==> src/design/escf_pkg.sv <==
// Package for the SPI command framer: action codes, frame constants and
// the header-byte helper. No dependencies.
`default_nettype none

package escf_pkg;

  typedef enum logic [1:0] {
    ACT_READ  = 2'd0,
    ACT_WRITE = 2'd1,
    ACT_REPLY = 2'd2
  } action_t;

  localparam logic [7:0] FLAG_READ  = 8'h40;
  localparam logic [7:0] FLAG_WRITE = 8'h00;
  localparam logic [7:0] WIDE_ADDR  = 8'h3f;
  localparam logic [7:0] UNLOCK_CMD = 8'h10;
  localparam logic [7:0] UNLOCK_KEY = 8'hab;
  localparam logic [7:0] LOCK_ARG   = 8'h00;

  localparam logic [1:0] BYTES_NARROW = 2'd2;
  localparam logic [1:0] BYTES_WIDE   = 2'd3;

  localparam logic [2:0] READ_LAST_IDX  = 3'd1;
  localparam logic [2:0] WRITE_LAST_IDX = 3'd5;

  // Output word kinds on tuser.
  localparam logic KIND_FRAME = 1'b0;
  localparam logic KIND_REPLY = 1'b1;

  // Header: bit 7 holds the parity of payload OR flag, flag in bit 6.
  function automatic logic [7:0] head_byte(input logic [7:0] payload,
                                           input logic [7:0] flag);
    head_byte = {^(payload | flag), flag[6:0]};
  endfunction

endpackage

`default_nettype wire

==> src/design/encoder_spi_command_framer_unit.sv <==
// SPI command framer and reply decoder, top level.
// Depends on escf_pkg.
// Each item is held in the input register; each result word is registered at the output.
// Throughput: one result word per cycle while the receiver takes them; a read gives 2 words,
// a write 6 and a reply 1; an unused code gives no output. The frame index counter sets this.
// The next item is accepted in the cycle its predecessor's last word is loaded.
// Reset (rst, synchronous, active high) clears the item and output valids and the reply width.
`default_nettype none

module encoder_spi_command_framer_unit
  import escf_pkg::*;
(
  input  wire logic        clk,
  input  wire logic        rst,
  // slave side
  input  wire logic        s_tvalid,
  output logic             s_tready,
  input  wire logic [39:0] s_tdata,  // address[7:0], write_data[15:8], reply_word[39:16]
  input  wire logic [1:0]  s_tuser,  // action[1:0]
  // master side
  output logic             m_tvalid,
  input  wire logic        m_tready,
  output logic [47:0]      m_tdata,  // tx_word[23:0], tx_bytes[25:24], read_data[43:26],
                                     // dev_error[44], parity_error[45], zero[47:46]
  output logic             m_tuser,  // kind
  output logic             m_tlast   // last
);

  // Held input item and its frame index.
  logic        busy;
  logic [1:0]  act;
  logic [7:0]  addr;
  logic [7:0]  wdata;
  logic [23:0] reply;
  logic [2:0]  idx;

  // Reply width kept from the last read request.
  logic        pending_wide;

  logic        s_accept;
  logic        produce;
  logic        done;

  // Result of the current frame index.
  logic        res_kind;
  logic [23:0] res_tx_word;
  logic [1:0]  res_tx_bytes;
  logic [17:0] res_read_data;
  logic        res_error;
  logic        res_parity;
  logic        res_last;
  logic        res_none;

  logic [7:0]  payload;
  logic [7:0]  flag;
  logic [7:0]  wide_head;

  assign s_accept = s_tvalid && s_tready;
  // Advance when an item is held and the output register is free or draining.
  assign produce  = busy && !res_none && (!m_tvalid || m_tready);
  // Drop unused action codes at once; otherwise finish on the last word.
  assign done     = busy && (res_none || (produce && res_last));
  assign s_tready = !busy || done;

  assign wide_head = head_byte(WIDE_ADDR, FLAG_READ);

  // Pick the payload byte and flag for this frame index.
  always_comb begin
    payload = LOCK_ARG;
    flag    = FLAG_WRITE;
    unique case (act)
      ACT_READ: begin
        flag    = FLAG_READ;
        payload = (idx == 3'd0) ? addr : WIDE_ADDR;
      end
      ACT_WRITE: begin
        flag = FLAG_WRITE;
        unique case (idx)
          3'd0:    payload = UNLOCK_CMD;
          3'd1:    payload = UNLOCK_KEY;
          3'd2:    payload = addr;
          3'd3:    payload = wdata;
          3'd4:    payload = UNLOCK_CMD;
          default: payload = LOCK_ARG;
        endcase
      end
      default: begin
        payload = LOCK_ARG;
        flag    = FLAG_WRITE;
      end
    endcase
  end

  // Build the result word.
  always_comb begin
    res_kind      = KIND_FRAME;
    res_tx_word   = '0;
    res_tx_bytes  = '0;
    res_read_data = '0;
    res_error     = 1'b0;
    res_parity    = 1'b0;
    res_last      = 1'b0;
    res_none      = 1'b0;
    unique case (act)
      ACT_READ: begin
        res_last = (idx == READ_LAST_IDX);
        if (idx != 3'd0 && addr == WIDE_ADDR) begin
          // Wide read: header, address, header again.
          res_tx_word  = {wide_head, WIDE_ADDR, wide_head};
          res_tx_bytes = BYTES_WIDE;
        end else begin
          res_tx_word  = {8'h00, head_byte(payload, flag), payload};
          res_tx_bytes = BYTES_NARROW;
        end
      end
      ACT_WRITE: begin
        res_last     = (idx == WRITE_LAST_IDX);
        res_tx_word  = {8'h00, head_byte(payload, flag), payload};
        res_tx_bytes = BYTES_NARROW;
      end
      ACT_REPLY: begin
        res_kind = KIND_REPLY;
        res_last = 1'b1;
        if (pending_wide) begin
          res_read_data = reply[21:4];
          res_error     = reply[22];
          res_parity    = ^reply;
        end else begin
          res_read_data = {4'b0000, reply[13:0]};
          res_error     = reply[14];
          res_parity    = ^reply[15:0];
        end
      end
      default: begin
        res_none = 1'b1;
      end
    endcase
  end

  // Input register and frame index.
  always_ff @(posedge clk) begin
    if (rst) begin
      busy         <= 1'b0;
      idx          <= '0;
      pending_wide <= 1'b0;
    end else begin
      if (s_accept) begin
        busy <= 1'b1;
        idx  <= '0;
        // Hold the reply width chosen by this read for later replies.
        if (s_tuser == ACT_READ) begin
          pending_wide <= (s_tdata[7:0] == WIDE_ADDR);
        end
      end else if (done) begin
        busy <= 1'b0;
      end else if (produce) begin
        idx <= idx + 3'd1;
      end
    end
  end

  always_ff @(posedge clk) begin
    if (s_accept) begin
      act   <= s_tuser;
      addr  <= s_tdata[7:0];
      wdata <= s_tdata[15:8];
      reply <= s_tdata[39:16];
    end
  end

  // Output register.
  always_ff @(posedge clk) begin
    if (rst) begin
      m_tvalid <= 1'b0;
    end else if (produce) begin
      m_tvalid <= 1'b1;
    end else if (m_tready) begin
      m_tvalid <= 1'b0;
    end
  end

  always_ff @(posedge clk) begin
    if (produce) begin
      m_tdata <= {2'b00, res_parity, res_error, res_read_data, res_tx_bytes, res_tx_word};
      m_tuser <= res_kind;
      m_tlast <= res_last;
    end
  end

endmodule

`default_nettype wire

==> config.mk <==
export PLATFORM = sky130hd
export DESIGN_NAME = encoder_spi_command_framer_unit
export DESIGN_NICKNAME = d
export VERILOG_FILES = /design/src/design/escf_pkg.sv /design/src/design/encoder_spi_command_framer_unit.sv
export SDC_FILE = /design/constraint.sdc
export NUM_CORES = 1
export LEC_CHECK = 0
export BUFFER_PORTS_ARGS = -buffer_cell sky130_fd_sc_hd__buf_2
export CORE_AREA = 4 4 83 116
export DETAILED_ROUTE_END_ITERATION = 7
export DIE_AREA = 0 0 87 120
export PLACE_DENSITY = 0.68
export SYNTH_ARGS = -nofsm -noshare
export SYNTH_HDL_FRONTEND = slang
export SYNTH_SLANG_ARGS = --single-unit
==> constraint.sdc <==
create_clock -name clk -period 4.1 [get_ports clk]
set_clock_uncertainty 0.15 [all_clocks]
set_input_delay 0.205 -clock clk [delete_from_list [all_inputs] [get_ports clk]]
set_output_delay 0.205 -clock clk [all_outputs]
set_load 0.005 [all_outputs]
==> flow_summary.ini, run 1 <==
[logic_synthesis]
synth_ff_type = edfxtp_1
synth_edf_count = 76
yosysMostFrequentCell = edfxtp_1
avgSynthCellArea_um2 = 13.3
synthDistinctLibCells = 48
synth-seq-area-share_pct = 63.8
yosys-top-cells-area = edfxtp_1 (61%), xnor2_1 (5.1%), mux2i_1 (4.8%)
synth_largest_area_cell = edfxtp_1
ys_seq_elements = 82
synth_cells = 283
netlist.area_leader.share_pct = 60.6
syn_area_um2 = 3770
postSynth.asyncResetShare_pct = 0
synthTopCellsByCount = edfxtp_1 (76), nor2_1 (26), xnor2_1 (22), buf_4 (18), mux2i_1 (18)
yosysWarnings = 0

[layout]
final_cells = 520
final_area_um2 = 4960
final_nets = 461
layout-drive-gt1-share_pct = 27.2
final_util_pct = 58.0
area_growth_pct = 31.7
antenna_cells = 0

[global_routing]
gr-usage-all-layers_pct = 16.5
antenna_found_initial = 0
grt_pass1_vias = 2685
grt_pass1_wl_mm = 13.0
grt_max_degree = 40
overflow = 0

[detailed_routing]
post_drt_wl_per_cell_um = 15.6
drt_wl_total_mm = 8.09
drc = 0
vias = 2558
via_per_inst = 4.92
ant_nets = 0
drtPass1Iterations = 4
drtIter0Drc = 118

[setup_path]
crit_family = compound AO/OA/AOI/OAI gates
crit_type = reg -> reg
critPathBufInv = 1
critPathMaxStageDelay_ns = 0.59
arrival_ns = 2.74
crit_chain = inv_1, ha_1, a221oi_1, a221oi_1, a31oi_1, xnor3_1, nor3_2
cp_slowest_cell = dfxtp_1
path_max_fanout = 13
cp-start-kind = flip-flop
worstPathRequired_ns = 4.14
cpMostUsedCell = a221oi_1
cp-end-kind = flip-flop

[sta]
setup_slack_ns = 1.40
setup_viol = 0
finalMaxSlewViolations = 0
tns_ns = 0
fmax_mhz = 370
finalHoldViolCount = 0
rsz0062_at_grt = false
period_share_pct = 65.9
worst_pin_slew_ns = 0.957
slew_headroom_pct = 36.1
final.min_clock_period_ns = 2.70
hold_slack_ns = 0.0736

[cts]
clkLatencyLatePin_ns = 0.34
cts_tree = done
clock_path_buffers = 2
htree_num_levels = 3
clock-root-buffer = clkbuf_16
cts_sinks = 82
cts.repair.resized = 0
path_clk_slew_ns = 0.06
cts_made_buffers = 9

[placement]
dp_cells = 460
port_buffers = 89
postPlaceCellArea_um2 = 4220
dp_slack_ns = 1.43
place.gp.congestion = 0.811
dp_hpwl_mm = 5.59

[die]
initial_core_util_pct = 44.0
die_area_um2 = 10400
dieHeight_um = 120
row_count = 40
die_w_um = 87
io_pins = 98
core_um2 = 8560

[outcome]
status = completed

[min_path]
hp-class = in -> reg

[power]
total_leakage_power_nw = 1.96
power_density_nw_per_um2 = 410
power_mw = 2.03
peakVddDrop_mv = 0.290

[flow_run]
maxCapViolCount = 0
## report_power, final
part,internal [mW],total [mW],switching [mW]
logic,0.122,0.229,0.107
clock network,0.475,0.805,0.330
registers,0.968,0.997,0.0288
## state kept, by name (all words and copies together), names as in the netlist
register / cells
m_tvalid: 1
m_tdata: 32
m_tlast: 1
busy: 1
pending_wide: 1
addr: 8
wdata: 8
idx: 3
m_tuser: 1
reply: 24
act: 2
## layout by cell type, fill, tap and decap left out, types with 3 or more instances in the layout
master         instances
buf_2                 89
edfxtp_1              76
dlygate4sd3_1         44
nor2_1                26
xnor2_1               22
mux2i_1               18
nand2_1               13
o21ai_0               12
a21oi_1               10
clkbuf_16              9
conb_1                 8
inv_1                  7
and3_1                 6
dfxtp_1                6
ha_1                   5
nand2b_1               4
nor2b_1                4
a21o_1                 4
o21ai_1                4
xor2_1                 4
nand3_1                3
o22ai_1                3
clkinvlp_4             3
## cells by family after synthesis
kind of cell,synth area share (%)
buf+inv,5.18
mux,4.78
xor+xnor,6.64
other cells,0.0996
fa+ha+maj,1.66
compound gates,8.41
flops,63.8
simple gates,9.44
## worst reg2reg max path: stages, from the launching register on
cell and delay [ns]:
dfxtp_1 0.59, inv_1 0.11, ha_1 0.34, a221oi_1 0.46, a221oi_1 0.14, a31oi_1 0.22, xnor3_1 0.44, nor3_2 0.11
## area by class of cell
type                       count  area, um2
inverter                       7       26.3
timing repair buffer         135        901
clock inverter                 7       78.8
clock buffer                   9        225
fill                         716       3600
multi-input combinational    175       1190
sequential                    82       2400
tap                          105        131
## metal layers
layer / up-vias / global-route usage, % / share of wire [%] / wire length, um
li1: 1268 / - / - / -
met1: 1177 / 16.3 / 35 / 2820
met2: 95 / 30.5 / 56 / 4500
met3: 18 / 4.05 / 6.3 / 506
met4: 0 / 9.06 / 3.2 / 261
met5: - / 0 / 0 / 0
## path summary, 6_finish.rpt
check	from	to	slack, ns	depth (start not counted)
worst min register to register	busy	m_tvalid	0.32	2
worst min-delay path	m_tready	m_tvalid	0.07	3
worst max register to register	idx[2]	m_tdata[15]	1.40	7
worst max-delay path	idx[2]	m_tdata[15]	1.40	7
## repair_timing
item,in CTS,in global routing
hold buffers,44,0
buffers inserted,0,0
endpoints found under the hold margin,45,0
Note: power is estimated with default switching activity, not from simulation.
==> run 2, diff against run 1 <==
==> constraint.sdc (replaced) <==
create_clock -name clk -period 2.8 [get_ports clk]
set_clock_uncertainty 0.15 [all_clocks]
set_input_delay 0.14 -clock clk [delete_from_list [all_inputs] [get_ports clk]]
set_output_delay 0.14 -clock clk [all_outputs]
set_load 0.005 [all_outputs]
==> run 2 against run 1 <==
Via count up 2.3%. Fmax grew 3.2%. Clock power rose by 35%. Critical path depth up 2. Register-to-register slack got worse by 1.2 ns. Total power increased by 43%. Die area did not move. Combinational power increased by 54%. Final cell count grew 1.3%. Global-route usage down 0.095 points. Non-clock buffer count is 7 higher.
==> flow_summary.ini, run 2 (same netlist as run 1, synthesis figures left out) <==
[die]
io_pins = 98
core_um2 = 8560
die_area_um2 = 10400
initial_core_util_pct = 44.0
die_w_um = 87
row_count = 40
dieHeight_um = 120

[layout]
reg.largest.list = m_tdata x32, reply x24
fillers = 681
multi_input_area_um2 = 1210
antenna_cells = 0
top_register = m_tdata
final_area_um2 = 5020
final_cells = 527
layout_commonest_cell = buf_2
final_cell_mix = buf_2 (89), edfxtp_1 (76), dlygate4sd3_1 (44)
final_nets = 468
area_growth_pct = 33.3
largest_register_ffs = 32
layout-drive-gt1-share_pct = 29.1
seqCellArea_um2 = 2400

[detailed_routing]
drtPass1Iterations = 4
vias = 2618
post_drt_wl_per_cell_um = 15.4
drc = 0
ant_nets = 0
via_per_inst = 4.97
drt_wl_total_mm = 8.10
drtIter0Drc = 102

[setup_path]
cp-end-kind = flip-flop
r2r_setup_slack_ns = 0.18
crit_type = reg -> reg
path_max_fanout = 9
cp-start-kind = flip-flop
worstPathRequired_ns = 2.74
arrival_ns = 2.56

[sta]
rsz0062_at_grt = false
hold_slack_ns = 0.00491
tns_ns = 0
finalHoldViolCount = 0
setup_viol = 0
setup_slack_ns = 0.181
final.min_clock_period_ns = 2.62
period_share_pct = 93.5
finalMaxSlewViolations = 0
fmax_mhz = 382

[power]
sequentialPowerShare_pct = 50.1
peakVddDrop_mv = 0.486
netSwitchingPower_mw = 0.690
power_frac_comb_pct = 12.2
total_leakage_power_nw = 2.01
power.internal_mw = 2.21
p_clk_share_pct = 37.7
power_density_nw_per_um2 = 578
power_switching_share_pct = 23.8

[global_routing]
gr-usage-all-layers_pct = 16.4
grt_pass1_wl_mm = 13.2
overflow = 0
antenna_found_initial = 0
grt_pass1_vias = 2720
grt_max_degree = 40

[placement]
dp_slack_ns = 0.222
postPlaceCellArea_um2 = 4280
dp_hpwl_mm = 5.60
place.gp.congestion = 0.810
port_buffers = 89
dp_cells = 467

[cts]
cts_made_buffers = 9
path_clk_slew_ns = 0.06
clock-root-buffer = clkbuf_16
cts_tree = done
cts_sinks = 82
clock_path_buffers = 2
htree_num_levels = 3
clkLatencyLatePin_ns = 0.34

[outcome]
status = completed

[flow_run]
maxCapViolCount = 0

[min_path]
hp-class = in -> reg
run 2: cell types whose count changed in the layout (fill, tap and decap cells not counted), sizes merged:
cell	change
clkinvlp	-2
buf	+7
clkinv	+2
inv	+1
bufinv	-1
run 2: worst paths after layout:
check,end,from,cells after the start
min reg2reg,m_tvalid,busy,2
max reg2reg,m_tdata[15],idx[0],9
min,m_tvalid,m_tready,3
max,m_tdata[15],idx[0],9
run 2: layout make-up:
type	instances	area share, %
flip-flops and latches	82	47.9
multi-input cells	175	24.2
repair buffers	142	19.2
clock buffers	9	4.49
well taps	105	2.62
clock inverters	7	1.05
inverters	7	0.524
run 2: per-layer routing:
| metal | track usage (%) | vias to the layer above | routed length [um] |
|---|---|---|---|
| li1 | - | 1277 | - |
| met1 | 17.7 | 1233 | 3020 |
| met2 | 29.5 | 94 | 4420 |
| met3 | 4.12 | 14 | 462 |
| met4 | 7.21 | 0 | 197 |
| met5 | 0 | - | 0 |
run 2: what timing repair did:
| item | 4_1_cts | 5_1_grt |
|---|---|---|
| hold buffers | 44 | 0 |
| setup buffers | 0 | 0 |
| setup endpoints to repair | 0 | 1 |
| hold endpoints to repair | 45 | 0 |
| gates resized for setup | 0 | 4 |
run 2: power by group through the flow:
stage	logic [mW]	registers, mW	clock network [mW]
final	0.353	1.45	1.09
after global routing	0.392	1.46	1.17
after floorplan	0.207	1.47	0
after global placement	0.299	1.48	0
after detailed placement	0.304	1.48	0
after CTS	0.353	1.45	1.11
run 2: worst max-delay path, stage by stage, from the launching register on:
cell and delay, ns:
dfxtp_1 0.36, inv_1 0.10, ha_1 0.29, nand2b_1 0.30, o21ai_1 0.17, o21a_1 0.22, a221oi_1 0.23, a31oi_1 0.10
xnor3_1 0.41, nor3_2 0.04
run 2: stage by stage:
| stage | util (%) | power, mW |
|---|---|---|
| after floorplan | - | 1.68 |
| after global placement | 50.0 | 1.78 |
| after detailed placement | 50.0 | 1.78 |
| after CTS | 58.4 | 2.92 |
| after global routing | 58.6 | 3.02 |
| final | 58.6 | 2.90 |
==> run 3, diff against run 2 <==
--- a/config.mk
+++ b/config.mk
@@ -9,7 +9,7 @@
 export CORE_AREA = 4 4 83 116
 export DETAILED_ROUTE_END_ITERATION = 7
 export DIE_AREA = 0 0 87 120
-export PLACE_DENSITY = 0.68
+export PLACE_DENSITY = 0.69
 export SYNTH_ARGS = -nofsm -noshare
 export SYNTH_HDL_FRONTEND = slang
 export SYNTH_SLANG_ARGS = --single-unit
==> run 3 against run 2 <==
Global-route usage decreased by 0.057 points. Setup slack improved by 0.022 ns. Total power increased by 2.1%. Highest routed layer unchanged. Largest power group unchanged. Sequential power about the same. Critical path type unchanged.
==> flow_summary.ini, run 3 (same netlist as run 1, synthesis figures left out) <==
[layout]
antenna_cells = 0
layout_commonest_cell = buf_2
final_nets = 470
final_area_um2 = 5030
reg.largest.list = m_tdata x32, reply x24
final_cell_mix = buf_2 (89), edfxtp_1 (76), dlygate4sd3_1 (44)
layout-drive-gt1-share_pct = 28.3
area_growth_pct = 33.6
top_register = m_tdata
largest_register_ffs = 32
final_util_pct = 58.8

[power]
netSwitchingPower_mw = 0.665
power.internal_mw = 2.30
power_frac_comb_pct = 11.9
power_switching_share_pct = 22.5
total_leakage_power_nw = 2.01
power_density_nw_per_um2 = 589
sequentialPowerShare_pct = 49.1
peakVddDrop_mv = 0.385
p_clk_share_pct = 39.0

[detailed_routing]
ant_nets = 0
vias = 2613
drtPass1Iterations = 4
drt_wl_total_mm = 8.20
post_drt_wl_per_cell_um = 15.5
drc = 0
drtIter0Drc = 123
via_per_inst = 4.94

[die]
row_count = 40
die_w_um = 87
die_area_um2 = 10400
initial_core_util_pct = 44.0
io_pins = 98
core_um2 = 8560
dieHeight_um = 120

[setup_path]
r2r-start = idx[0]
crit_type = reg -> reg
r2r_setup_slack_ns = 0.20
worstPathRequired_ns = 2.84
arrival_ns = 2.63
path_max_fanout = 7
r2r-end = m_tdata[15]
reg2reg_depth = 8
cp-start-kind = flip-flop
cp-end-kind = flip-flop

[placement]
dp_hpwl_mm = 5.52
place.gp.congestion = 0.801
dp_slack_ns = 0.281
port_buffers = 89
postPlaceCellArea_um2 = 4300

[global_routing]
grt_pass1_wl_mm = 12.7
grt_pass1_vias = 2654
gr-usage-all-layers_pct = 16.3
grt_max_degree = 43
overflow = 0
antenna_found_initial = 0

[flow_run]
maxCapViolCount = 0

[cts]
cts_tree = done
clkLatencyLatePin_ns = 0.34
cts_hold_buffers = 44
cts.repair.resized = 0
post-cts-setup-buffers = 0
clock-root-buffer = clkbuf_16
cts_made_buffers = 9
cts_sinks = 82
htree_num_levels = 3
path_clk_slew_ns = 0.06
clock_path_buffers = 2

[sta]
setup_viol = 0
final.min_clock_period_ns = 2.60
slew_headroom_pct = 43.2
worst_pin_slew_ns = 0.851
finalMaxSlewViolations = 0
tns_ns = 0
fmax_mhz = 385
setup_slack_ns = 0.203
period_share_pct = 92.7
rsz0062_at_grt = false
finalHoldViolCount = 0

[min_path]
hp-class = in -> reg
worstHoldPathCells = 3
holdPathEnd = m_tvalid
min_from = m_tready

[outcome]
status = completed
## run 3: cell count changes in the layout (fill, tap and decap cells not counted), sizes merged
cell,delta
buf,+2
clkinv,-2
bufinv,+1
clkbuf,+1
clkinvlp,+1
inv,-1
## run 3: how the worst max path moves through the flow
stage	end	depth (start not counted)	startpoint	slack, ns
2_1_floorplan	idx[0]	6	act[0]	0.1
3_3_place_gp	m_tdata[15]	8	idx[0]	0.35
3_5_place_dp	m_tdata[15]	8	idx[0]	0.28
4_1_cts	m_tdata[15]	8	idx[0]	0.26
5_1_grt	m_tdata[15]	9	idx[1]	0.03
6_report	m_tdata[15]	8	idx[0]	0.20
## run 3: routing by layer
| metal | track usage (%) | wire length, um | part of all wire [%] | vias up |
|---|---|---|---|---|
| met3 | 4.40 | 508 | 6.2 | 19 |
| met1 | 16.6 | 2910 | 35 | 1214 |
| li1 | - | - | - | 1285 |
| met5 | 0 | 0 | 0 | - |
| met2 | 29.7 | 4540 | 55 | 95 |
| met4 | 8.28 | 245 | 3.0 | 0 |
## run 3: critical path: stages, from the launching register on
cell      delay, ns
dfxtp_1        0.36
inv_1          0.09
ha_1           0.28
nor2b_1        0.19
a221oi_1       0.43
a221oi_1       0.15
a31oi_1        0.23
xnor3_1        0.45
nor3_2         0.11
## run 3: layout make-up
type                    count  area [um2]
repair buffers            144         981
inverters                   7        26.3
multi-input cells         175        1190
clock buffers              10         229
well taps                 105         131
flip-flops and latches     82        2400
fillers                   679        3530
clock inverters             6        66.3
## run 3: power groups by stage
stage | clock network [mW] | logic, mW | registers [mW]
after floorplan | 0 | 0.207 | 1.47
after global placement | 0 | 0.300 | 1.48
after detailed placement | 0 | 0.306 | 1.48
after CTS | 1.17 | 0.354 | 1.45
after global routing | 1.24 | 0.390 | 1.46
final | 1.16 | 0.352 | 1.45
## run 3: through the flow
step | hold slack (ns) | power, mW | std cells
4_1_cts | 0.00344 | 2.98 | 529
3_5_place_dp | 0.168 | 1.78 | 469
6_report | 0.0105 | 2.96 | 529
2_1_floorplan | 0.0591 | 1.68 | 290
5_1_grt | 0.0280 | 3.09 | 529
3_3_place_gp | 0.166 | 1.78 | 469
